## config.mk

```make
export PLATFORM = sky130hd
export DESIGN_NAME = clle_ctrl
export DESIGN_NICKNAME = d
export VERILOG_FILES = /design/src/hw/rtl/clle_pkg.sv /design/src/hw/rtl/clle_ctrl.sv
export SDC_FILE = /design/constraint.sdc
export NUM_CORES = 1
export LEC_CHECK = 0
export BUFFER_PORTS_ARGS = -buffer_cell sky130_fd_sc_hd__buf_2
export CORE_MARGIN = 3
export CORE_UTILIZATION = 45
export CTS_CLUSTER_SIZE = 40
export DETAILED_ROUTE_END_ITERATION = 12
export PLACE_DENSITY = 0.7
export SLEW_MARGIN = 20
export SYNTH_ARGS = -nofsm -noshare
export SYNTH_HDL_FRONTEND = slang
export SYNTH_SLANG_ARGS = --single-unit
```

## constraint.sdc

```tcl
create_clock -name clk -period 4.7 [get_ports clk]
set_input_delay 0.47 -clock clk [delete_from_list [all_inputs] [get_ports clk]]
set_output_delay 0.47 -clock clk [all_outputs]
set_load 0.01 [all_outputs]
```

## src/hw/rtl/clle_pkg.sv

```systemverilog
// shared types and codes for the cursor linked list engine
`default_nettype none

package clle_pkg;

  // request opcodes
  typedef enum logic [1:0] {
    OP_INSERT = 2'd0,
    OP_DELETE = 2'd1,
    OP_READ   = 2'd2,
    OP_CLEAR  = 2'd3
  } op_t;

  // result status codes
  typedef enum logic [1:0] {
    ST_OK      = 2'd0,
    ST_BAD_POS = 2'd1,
    ST_FULL    = 2'd2
  } status_t;

  // input transaction payload
  typedef struct packed {
    op_t        opcode;
    logic [7:0] position;
    logic [7:0] element;
  } request_t;

  // output transaction payload
  typedef struct packed {
    status_t    status;
    logic [7:0] read_value;
    logic [7:0] list_length;
  } result_t;

  // link memory read address source
  typedef enum logic [1:0] {
    RA_ZERO = 2'd0,
    RA_CUR  = 2'd1,
    RA_DATA = 2'd2
  } rd_addr_sel_t;

  // link memory write address source
  typedef enum logic [1:0] {
    WA_ZERO  = 2'd0,
    WA_CUR   = 2'd1,
    WA_SLOT  = 2'd2,
    WA_SWEEP = 2'd3
  } wr_addr_sel_t;

  // link memory write data source
  typedef enum logic [1:0] {
    WD_DATA = 2'd0,
    WD_SLOT = 2'd1,
    WD_INIT = 2'd2
  } wr_data_sel_t;

  // controller to datapath commands
  typedef struct packed {
    logic         req_load;
    rd_addr_sel_t rd_addr_sel;
    logic         cur_from_data;
    logic         walk_init;
    logic         rem_dec;
    logic         slot_load;
    logic         wr_en;
    wr_addr_sel_t wr_addr_sel;
    wr_data_sel_t wr_data_sel;
    logic         val_wr;
    logic         cnt_inc;
    logic         cnt_dec;
    logic         cnt_clr;
    logic         sweep_clr;
    logic         sweep_inc;
    logic         finish;
    status_t      fin_status;
    logic         fin_read;
  } dp_cmd_t;

  // datapath to controller status
  typedef struct packed {
    op_t  opcode;
    logic ins_pos_ok;
    logic acc_pos_ok;
    logic data_zero;
    logic walk_done;
    logic sweep_last;
  } dp_stat_t;

endpackage

`default_nettype wire

```

## src/hw/rtl/clle_ctrl.sv

```systemverilog
// controller: sequences decode, free chain pops and pushes, list walks, reset and clearing sweeps
`default_nettype none

module clle_ctrl (
  input  wire                clk,
  input  wire                rst,
  input  wire                start,
  output logic               busy,
  input  clle_pkg::dp_stat_t stat,
  output clle_pkg::dp_cmd_t  cmd
);
  import clle_pkg::*;

  typedef enum logic [14:0] {
    S_INIT       = 15'h0001,
    S_IDLE       = 15'h0002,
    S_DECODE     = 15'h0004,
    S_INS_FREE   = 15'h0008,
    S_INS_POP    = 15'h0010,
    S_WALK_FIRST = 15'h0020,
    S_WALK       = 15'h0040,
    S_INS_LINK   = 15'h0080,
    S_INS_TAIL   = 15'h0100,
    S_DEL_SUCC   = 15'h0200,
    S_DEL_UNLINK = 15'h0400,
    S_DEL_FREE   = 15'h0800,
    S_DEL_HEAD   = 15'h1000,
    S_READ_VAL   = 15'h2000,
    S_CLEAR      = 15'h4000
  } state_t;

  state_t state;
  state_t state_next;
  state_t post_walk;

  // state register
  always_ff @(posedge clk) begin
    if (rst) begin
      state <= S_INIT;
    end else begin
      state <= state_next;
    end
  end

  assign busy = (state != S_IDLE);

  // where a finished walk continues
  always_comb begin
    case (stat.opcode)
      OP_INSERT: post_walk = S_INS_LINK;
      OP_DELETE: post_walk = S_DEL_SUCC;
      default:   post_walk = S_READ_VAL;
    endcase
  end

  // next state and commands
  always_comb begin
    state_next = state;
    cmd        = '0;
    unique case (state)
      S_INIT: begin
        cmd.wr_en       = 1'b1;
        cmd.wr_addr_sel = WA_SWEEP;
        cmd.wr_data_sel = WD_INIT;
        cmd.sweep_inc   = 1'b1;
        if (stat.sweep_last) begin
          state_next = S_IDLE;
        end
      end
      S_IDLE: begin
        if (start) begin
          cmd.req_load = 1'b1;
          state_next   = S_DECODE;
        end
      end
      S_DECODE: begin
        unique case (stat.opcode)
          OP_INSERT: begin
            if (stat.ins_pos_ok) begin
              cmd.rd_addr_sel = RA_ZERO;
              state_next      = S_INS_FREE;
            end else begin
              cmd.finish     = 1'b1;
              cmd.fin_status = ST_BAD_POS;
              state_next     = S_IDLE;
            end
          end
          OP_DELETE, OP_READ: begin
            if (stat.acc_pos_ok) begin
              cmd.walk_init = 1'b1;
              state_next    = S_WALK_FIRST;
            end else begin
              cmd.finish     = 1'b1;
              cmd.fin_status = ST_BAD_POS;
              state_next     = S_IDLE;
            end
          end
          OP_CLEAR: begin
            cmd.sweep_clr = 1'b1;
            state_next    = S_CLEAR;
          end
          default: state_next = S_IDLE;
        endcase
      end
      // head of the free chain is in the read register
      S_INS_FREE: begin
        if (stat.data_zero) begin
          cmd.finish     = 1'b1;
          cmd.fin_status = ST_FULL;
          state_next     = S_IDLE;
        end else begin
          cmd.slot_load   = 1'b1;
          cmd.rd_addr_sel = RA_DATA;
          state_next      = S_INS_POP;
        end
      end
      // unhook the popped slot and store its value
      S_INS_POP: begin
        cmd.wr_en       = 1'b1;
        cmd.wr_addr_sel = WA_ZERO;
        cmd.wr_data_sel = WD_DATA;
        cmd.val_wr      = 1'b1;
        cmd.walk_init   = 1'b1;
        state_next      = S_WALK_FIRST;
      end
      S_WALK_FIRST: begin
        cmd.rd_addr_sel = RA_CUR;
        if (stat.walk_done) begin
          state_next = post_walk;
        end else begin
          cmd.rem_dec = 1'b1;
          state_next  = S_WALK;
        end
      end
      // one link followed per cycle
      S_WALK: begin
        cmd.rd_addr_sel   = RA_DATA;
        cmd.cur_from_data = 1'b1;
        if (stat.walk_done) begin
          state_next = post_walk;
        end else begin
          cmd.rem_dec = 1'b1;
        end
      end
      S_INS_LINK: begin
        cmd.wr_en       = 1'b1;
        cmd.wr_addr_sel = WA_SLOT;
        cmd.wr_data_sel = WD_DATA;
        state_next      = S_INS_TAIL;
      end
      S_INS_TAIL: begin
        cmd.wr_en       = 1'b1;
        cmd.wr_addr_sel = WA_CUR;
        cmd.wr_data_sel = WD_SLOT;
        cmd.cnt_inc     = 1'b1;
        cmd.finish      = 1'b1;
        cmd.fin_status  = ST_OK;
        state_next      = S_IDLE;
      end
      S_DEL_SUCC: begin
        cmd.slot_load   = 1'b1;
        cmd.rd_addr_sel = RA_DATA;
        state_next      = S_DEL_UNLINK;
      end
      S_DEL_UNLINK: begin
        cmd.wr_en       = 1'b1;
        cmd.wr_addr_sel = WA_CUR;
        cmd.wr_data_sel = WD_DATA;
        cmd.rd_addr_sel = RA_ZERO;
        state_next      = S_DEL_FREE;
      end
      S_DEL_FREE: begin
        cmd.wr_en       = 1'b1;
        cmd.wr_addr_sel = WA_SLOT;
        cmd.wr_data_sel = WD_DATA;
        state_next      = S_DEL_HEAD;
      end
      S_DEL_HEAD: begin
        cmd.wr_en       = 1'b1;
        cmd.wr_addr_sel = WA_ZERO;
        cmd.wr_data_sel = WD_SLOT;
        cmd.cnt_dec     = 1'b1;
        cmd.finish      = 1'b1;
        cmd.fin_status  = ST_OK;
        state_next      = S_IDLE;
      end
      S_READ_VAL: begin
        cmd.finish     = 1'b1;
        cmd.fin_status = ST_OK;
        cmd.fin_read   = 1'b1;
        state_next     = S_IDLE;
      end
      S_CLEAR: begin
        cmd.wr_en       = 1'b1;
        cmd.wr_addr_sel = WA_SWEEP;
        cmd.wr_data_sel = WD_INIT;
        cmd.sweep_inc   = 1'b1;
        if (stat.sweep_last) begin
          cmd.cnt_clr    = 1'b1;
          cmd.finish     = 1'b1;
          cmd.fin_status = ST_OK;
          state_next     = S_IDLE;
        end
      end
      default: state_next = S_IDLE;
    endcase
  end

  // memory is never written while waiting for a request
  a_idle_quiet: assert property (@(posedge clk) disable iff (rst)
    !busy |-> !cmd.wr_en)
    else $error("link write while idle");

  // reset always starts the initial sweep
  a_reset_busy: assert property (@(posedge clk)
    rst |=> busy)
    else $error("not busy after reset");

  // a full status only comes from an insert, right after the free chain head was read
  a_full_src: assert property (@(posedge clk) disable iff (rst)
    (cmd.finish && cmd.fin_status == ST_FULL) |-> stat.opcode == OP_INSERT)
    else $error("full status outside insert");

endmodule

`default_nettype wire

```

[Word-level counts from Yosys, hierarchy flattened]
Cells that the tools add are included.
Widths: inputs -> output; s select.
Word-level totals
  register bits: 15
  input port bits: 10
  output and inout port bits: 23
Cells by class
  equality and inequality tests: 22
  muxes and demuxes: 38
  reductions and logical operators: 8
Operators by type and width (count)
  $pmux 15 s11: 1
  $mux 15: 4
  $pmux 15 s3: 1
  $pmux 5 s6: 1
  $pmux 14 s2: 1
  $mux 1: 17
  $eq 15x1->1 const B: 1
  $eq 15x10->1 const B: 1
  $eq 15x11->1 const B: 1
  $eq 15x12->1 const B: 1
  $eq 15x13->1 const B: 1
  $eq 15x14->1 const B: 1
  $eq 15x15->1 const B: 1
  $eq 15x2->1 const B: 1
  $eq 15x3->1 const B: 1
  $eq 15x4->1 const B: 1
  $eq 15x5->1 const B: 1
  $eq 15x6->1 const B: 1
  $eq 15x7->1 const B: 1
  $eq 15x8->1 const B: 1
  $eq 15x9->1 const B: 1
  $ne 15x2->1 const B: 1
  $mux 3: 4
  $pmux 3 s4: 1
  other kinds (15): 22

[Longest topological paths before layout]
Gate-level depths: netlist of the first run.
  depth in word-level cells: 4
  mapped depth: 9

[Least setup slack after synthesis of the first run]
Ideal clock, no wire load.
  path type: register to output
  from: reg state[0]
  to: out cmd[3] in the netlist's numbering
  arrival: 1.947 ns
  setup slack: 2.283 ns
  cell stages (with the launch flop): 7
  path buffers: 1
  path through: dfxtp_1 clkbuf_2 nor4_2 nand4b_1 nor4b_1 nor2_1 nand4b_1
RTL lines
  from (decl): line clle_ctrl.sv:32  | state_t state;
  from (signal assigned): line clle_ctrl.sv:41  | state <= state_next;
  to (decl): line clle_ctrl.sv:10  | output clle_pkg::dp_cmd_t cmd

==> results of run 1 <==
## worst min-delay path by stage
stage / from / endpoint / slack (ns) / cells past startpoint
5_1_grt: stat[2] / state[4] / 0.39 / 2
6_report: stat[2] / state[4] / 0.38 / 2
2_1_floorplan: state[9] / state[10] / 0.53 / 2
3_3_place_gp: state[10] / state[11] / 0.57 / 2
4_1_cts: stat[2] / state[4] / 0.38 / 2
3_5_place_dp: state[10] / state[11] / 0.57 / 2
## stage by stage
step	cells	util [%]	setup slack, ns
global placement	204	52.9	2.22
finish	208	54.0	1.83
floorplan	151	-	2.28
global route	208	54.0	1.58
detailed placement	204	52.9	2.16
CTS	208	54.0	1.83
## layout make-up
class                           instances  area (um^2)  share of cell area (%)
Clock buffer                            3         22.5                    1.65
Clock inverter                          1         5.00                   0.367
Inverter                               12         45.0                    3.31
Multi-Input combinational cell        115          792                    58.1
Sequential cell                        15          300                    22.0
Tap cell                               30         37.5                    2.75
Timing Repair Buffer                   32          160                    11.8
## power groups by stage
stage / Combinational, mW / Sequential (mW) / Clock (mW)
6_report: 0.0480 / 0.132 / 0.0758
5_1_grt: 0.0538 / 0.133 / 0.0851
4_1_cts: 0.0487 / 0.132 / 0.0778
3_5_place_dp: 0.0484 / 0.135 / 0
3_3_place_gp: 0.0478 / 0.135 / 0
2_1_floorplan: 0.0332 / 0.133 / 0
## critical path: stages, from the launching register on
cell      delay, ns
dfxtp_1        0.39
nor4_2         0.57
nand4b_1       0.28
nor4b_1        0.51
nor2_1         0.11
nand4b_1       0.11
buf_2          0.14
## cell families after synthesis
kind of cell,count (synthesis),share of synthesized area (%)
flops,15,24.8
buf+inv,21,9.72
simple gates,85,44.6
compound gates,18,10.3
xor+xnor,6,4.34
fa+ha+maj,6,6.20
## layout by cell type (no fill, tap or decap), types with 2 or more instances in the layout
| master | count |
|---|---|
| dfxtp_1 | 15 |
| o21ai_0 | 5 |
| nor3_1 | 8 |
| clkbuf_4 | 3 |
| xor2_1 | 2 |
| ha_1 | 6 |
| nand3_1 | 6 |
| nand2_1 | 7 |
| inv_1 | 12 |
| nor4_4 | 2 |
| buf_2 | 32 |
| or2_2 | 2 |
| or4_1 | 4 |
| nor4_1 | 5 |
| nand4_1 | 3 |
| a21oi_1 | 3 |
| or3_1 | 2 |
| nand4b_1 | 2 |
| and2_1 | 3 |
| nor4_2 | 2 |
| nand2b_1 | 4 |
| nor2_1 | 19 |
| a21o_1 | 2 |
| nor4b_1 | 7 |
| xnor2_1 | 4 |
## metal layers
layer / vias to the layer above / global-route usage (%) / wire length, um
li1: 601 / - / -
met1: 565 / 26.7 / 1400
met2: 47 / 35.3 / 1570
met3: 2 / 2.45 / 192
met4: 0 / 4.64 / 23
met5: - / 0 / 0
==> reports/results.ini, run 1 <==
[clock_network]
cts_hold_buf = 0
cts_made_buffers = 3
cts_setup_buffers = 0
cts.sinks = 15
cts-root-buf = clkbuf_4
cts_max_path_buffers = 2
cts_tree = yes
clkSlewWorstSetupHoldPaths_ns = 0.10
h-tree-depth = 1
clkLatencyLatePin_ns = 0.28
post_cts_resized = 0

[floorplanning]
rows = 18
die_h_um = 57.9
fp.coreArea_mm2 = 0.00252
start_util_pct = 48.0
pin_count = 33
dieArea_mm2 = 0.00335
die_w_um = 57.9

[pwr]
p_leak_nw = 0.670
pwr-share-comb_pct = 18.7
clockPowerShare_pct = 29.6
intPower_uw = 180
swShare_pct = 29.7
power_density_mw_per_mm2 = 188
p_sw_uw = 76.0
p_seq_share_pct = 51.7
power_uw = 256
peakVddDrop_v = 0.000117

[synthesis]
syn_area_per_cell_um2 = 8.01
synthArstFlopShare_pct = 0
synthTopCellsByArea = dfxtp_1, ha_1, nor2_1, nor4b_1, inv_1
syn_area_mm2 = 0.00121
ys_seq_area_share_pct = 24.8
ys_ff_latch = 15
synth_fp_nets = 167
synthFlopType = dfxtp_1
yosysWarnings = 0
synth_cell_types = 44
yosys-top-cells-count = nor2_1, dfxtp_1, inv_1, nor3_1
synthMostInstantiatedCell = nor2_1
synth_top_area_share_pct = 24.8
syn_inst = 151
synth-edff-count = 0
synth_top_area_cell = dfxtp_1

[setup_path]
reg2reg_depth = 5
worstSetupStartpointType = flip-flop
ff2ff_setup_slack_ns = 2.46
r2r_end = state[14]
path_class = reg2out
required_ns = 4.23
endpoint = cmd[3]
cp.arrival_ns = 2.40
cp-startpoint = state[0]
end_kind = output pin
worstReg2RegStart = state[11]
cp_max_fo = 7

[sta]
tightestPinTransition_ns = 0.592
max_slew_margin_pct = 60.2
setup_viol = 0
fmax_mhz = 348
finalHoldViolCount = 0
slew_violations = 0
rsz0062_at_grt = false
fin_crit_ns = 2.87
tns_ns = 0
skew_ns = 0.00672
period_share_pct = 61.1
worst_hold_slack_ns = 0.375

[route]
drtPass1Iterations = 4
routed_wl_um = 3190
antenna_left = 0
initialDrtViolationCount = 49
wl_per_cell_um = 15.3
routed_via_density = 5.84
dr_total_vias = 1215
drc = 0

[grt]
grt_pass1_wl_um = 5360
antenna_found_initial = 0
overflow = 0
grt_pass1_vias = 1171
grt_max_degree = 10
grt_usage_pct = 20.3

[layout]
filler_cell_count = 258
drive_above_1_share_pct = 27.0
layout.nets = 195
top_regs = state (15)
antennaDiodeCount = 0
largest-register = state
area_growth_pct = 12.6
finalInstanceArea_mm2 = 0.00136
largest_register_ff_count = 15

[placed_design]
dpl_cell_area_mm2 = 0.00134
hpwlAfterDp_um = 2560
place_congestion = 0.903
portBuffers = 32

[min_path]
hold_class = in2reg

[run_status]
status = completed

[run]
max_cap_violations = 0

(Power assumes the default switching activity.)
==> inputs of run 2 (changes only) <==
Settings changed: PLACE_DENSITY 0.7 to 0.73.
Clock period 4.7 ns to 2.4 ns, I/O delays scaled along.
==> run 2 against run 1 <==
Net effect:
- sequential share of layout area down 1.4 points
- non-clock buffer count up 12
- clock power up 110%
- total power up 100%
- worst hold slack worse by 0.25 ns
- worst setup slack worse by 1.8 ns
- wire length up 7.1%
- critical path type unchanged
- largest power group unchanged
- combinational power up 120%
- utilization up 6.9 points
- critical path depth up 1
- cell area up 13%
- first-iteration DRC count up 51%
==> reports/results.ini, run 2 (same netlist as run 1, synthesis figures left out) <==
[sta]
fmax_mhz = 421
slew_violations = 0  ; unchanged
fin_crit_ns = 2.37
finalHoldViolCount = 0  ; unchanged
max_slew_margin_pct = 63.2  ; was 60.2%
period_share_pct = 98.9
skew_ns = 0.0132  ; was 0.00672 ns
setup_viol = 0  ; unchanged
rsz0062_at_grt = true  ; was false
timing.final.ws_setup_ns = 0.0252  ; was 1.83 ns
tightestPinTransition_ns = 0.544  ; was 0.592 ns

[min_path]
whs_endpoint = state[4]  ; unchanged
hold_class = in2reg  ; unchanged
hp-start = stat[2]  ; unchanged
hold_depth = 2  ; unchanged

[setup_path]
required_ns = 2.16  ; was 4.23 ns
cp_max_fo = 6  ; was 7
end_kind = output pin  ; unchanged
crit_path_frequent_cell = nand4b_1  ; unchanged
cp_slowest_cell = nor4_4  ; was nor4_2
cpPeakStageDelay_ns = 0.45  ; was 0.57 ns
r2r_end = state[14]  ; unchanged
path_class = reg2out  ; unchanged
worstSetupStartpointType = flip-flop  ; unchanged
worstReg2RegStart = state[7]  ; was state[11]
ff2ff_setup_slack_ns = 0.20  ; was 2.46 ns
cp.arrival_ns = 2.13  ; was 2.40 ns
cp_cell_sequence = nor4_4 > nand4b_1 > buf_4 > nor4b_4 > nor2_2 > nand4b_1 > buf_2  ; was nor4_2 > nand4b_1 > nor4b_1 > nor2_1 > nand4b_1 > buf_2
reg2reg_depth = 6  ; was 5

[layout]
largest-register = state  ; unchanged
finalInstanceArea_mm2 = 0.00154  ; was 0.00136 mm^2
largest_register_ff_count = 15  ; unchanged
final_cell_mix = buf_2, nor2_1, inv_1, buf_4  ; was buf_2, nor2_1, dfxtp_1
area_growth_pct = 27.0  ; was 12.6%
final_common_cell = buf_2  ; unchanged
top_regs = state (15)  ; unchanged
antennaDiodeCount = 0  ; unchanged
drive_above_1_share_pct = 40.5  ; was 27.0%
layout.nets = 207  ; was 195
layout.cells.non_filler = 220  ; was 208

[floorplanning]
start_util_pct = 48.0  ; unchanged
die_w_um = 57.9  ; unchanged
fp.coreArea_mm2 = 0.00252  ; unchanged
dieArea_mm2 = 0.00335  ; unchanged
pin_count = 33  ; unchanged
rows = 18  ; unchanged
die_h_um = 57.9  ; unchanged

[run_status]
status = completed  ; unchanged

[clock_network]
h-tree-depth = 1  ; unchanged
cts_max_path_buffers = 2  ; unchanged
cts_tree = yes  ; unchanged
clkSlewWorstSetupHoldPaths_ns = 0.11  ; was 0.10 ns
cts_made_buffers = 3  ; unchanged
clkLatencyLatePin_ns = 0.30  ; was 0.28 ns
cts.sinks = 15  ; unchanged
cts-root-buf = clkbuf_4  ; unchanged

[pwr]
intPower_uw = 359  ; was 180 uW
power_density_mw_per_mm2 = 339  ; was 188 mW/mm^2
p_leak_nw = 0.744  ; was 0.670 nW
peakVddDrop_v = 0.000208  ; was 0.000117 V
p_seq_share_pct = 49.6  ; was 51.7%
clockPowerShare_pct = 30.1  ; was 29.6%
pwr-share-comb_pct = 20.3  ; was 18.7%
p_sw_uw = 163  ; was 76.0 uW
swShare_pct = 31.2  ; was 29.7%

[route]
wl_per_cell_um = 15.5  ; was 15.3 um
drc = 0  ; unchanged
antenna_left = 0  ; unchanged
routed_via_density = 5.84  ; about the same
drtPass1Iterations = 4  ; unchanged
initialDrtViolationCount = 74  ; was 49
routed_wl_um = 3410  ; was 3190 um
dr_total_vias = 1285  ; was 1215

[grt]
overflow = 0  ; unchanged
grt_max_degree = 10  ; unchanged
antenna_found_initial = 0  ; unchanged
grt_usage_pct = 19.7  ; was 20.3%
grt_pass1_wl_um = 5200  ; was 5360 um
grt_pass1_vias = 1168  ; was 1171

[run]
max_cap_violations = 0  ; unchanged

[placed_design]
dpl_cell_area_mm2 = 0.00137  ; was 0.00134 mm^2
portBuffers = 32  ; unchanged
dp_worst_setup_slack_ns = 0.162  ; was 2.16 ns
hpwlAfterDp_um = 2500  ; was 2560 um
place_congestion = 0.935  ; was 0.903
dp_cells = 208  ; was 204

## run 2: cell count changes in the layout (fill, tap and decap cells not counted), moves of 2 or more
cell     previous run  this run
buf_4               0        12
dfxtp_1            15         6
dfxtp_2             0         7
dfxtp_4             0         2
nor4_4              2         4
nor4b_1             7         5
## run 2: cell type report
type,count,area [um^2]
Tap cell,30,37.5
Fill cell,220,986
Timing Repair Buffer,44,250
Clock inverter,1,5.00
Multi-Input combinational cell,115,860
Inverter,12,45.0
Sequential cell,15,317
Clock buffer,3,22.5
## run 2: critical path, delay by kind of cell, from the launching register on
kind	cells	cell delay (ns)
buffers and inverters	2	0.33
and+or+nand+nor	5	1.12
DFF	1	0.39
## run 2: metrics by stage
stage	hold slack [ns]	utilization [%]	TNS [ns]	power, mW
floorplan	0.309	-	0	0.326
global placement	0.450	54.1	0	0.356
detailed placement	0.459	54.1	0	0.358
CTS	0.134	57.7	0	0.514
global route	0.142	60.9	-0.173	0.538
finish	0.129	60.9	0	0.521
## run 2: how the worst max path moves through the flow
| stage | from | to | slack [ns] |
|---|---|---|---|
| finish | state[7] | cmd[3] | 0.03 |
| global route | state[7] | cmd[3] | -0.11 |
| CTS | state[4] | cmd[14] | 0.01 |
| detailed placement | state[11] | cmd[3] | 0.16 |
| global placement | state[11] | cmd[3] | 0.21 |
| floorplan | state[0] | cmd[3] | 0.21 |
## run 2: per-layer routing
metal  GRT usage [%]  wire [um]  up-vias
met2            33.1       1640       63
met5               0          0        -
met1            26.0       1480      595
li1                -          -      622
met4            5.96         36        0
met3            2.90        252        5
## run 2: what timing repair did
item / CTS / global route
pin swaps: 3 / 8
buffers inserted: 3 / 5
hold buffers: 0 / 0
endpoints found under the hold margin: 0 / 0
setup endpoints to repair: 8 / 8
gates resized for setup: 11 / 12
## run 2: power by group through the flow
stage / clock, mW / sequential (mW) / combinational (mW)
2_1_floorplan: 0 / 0.261 / 0.0650
3_3_place_gp: 0 / 0.264 / 0.0925
3_5_place_dp: 0 / 0.264 / 0.0931
4_1_cts: 0.158 / 0.261 / 0.0961
5_1_grt: 0.164 / 0.259 / 0.115
6_report: 0.157 / 0.258 / 0.106
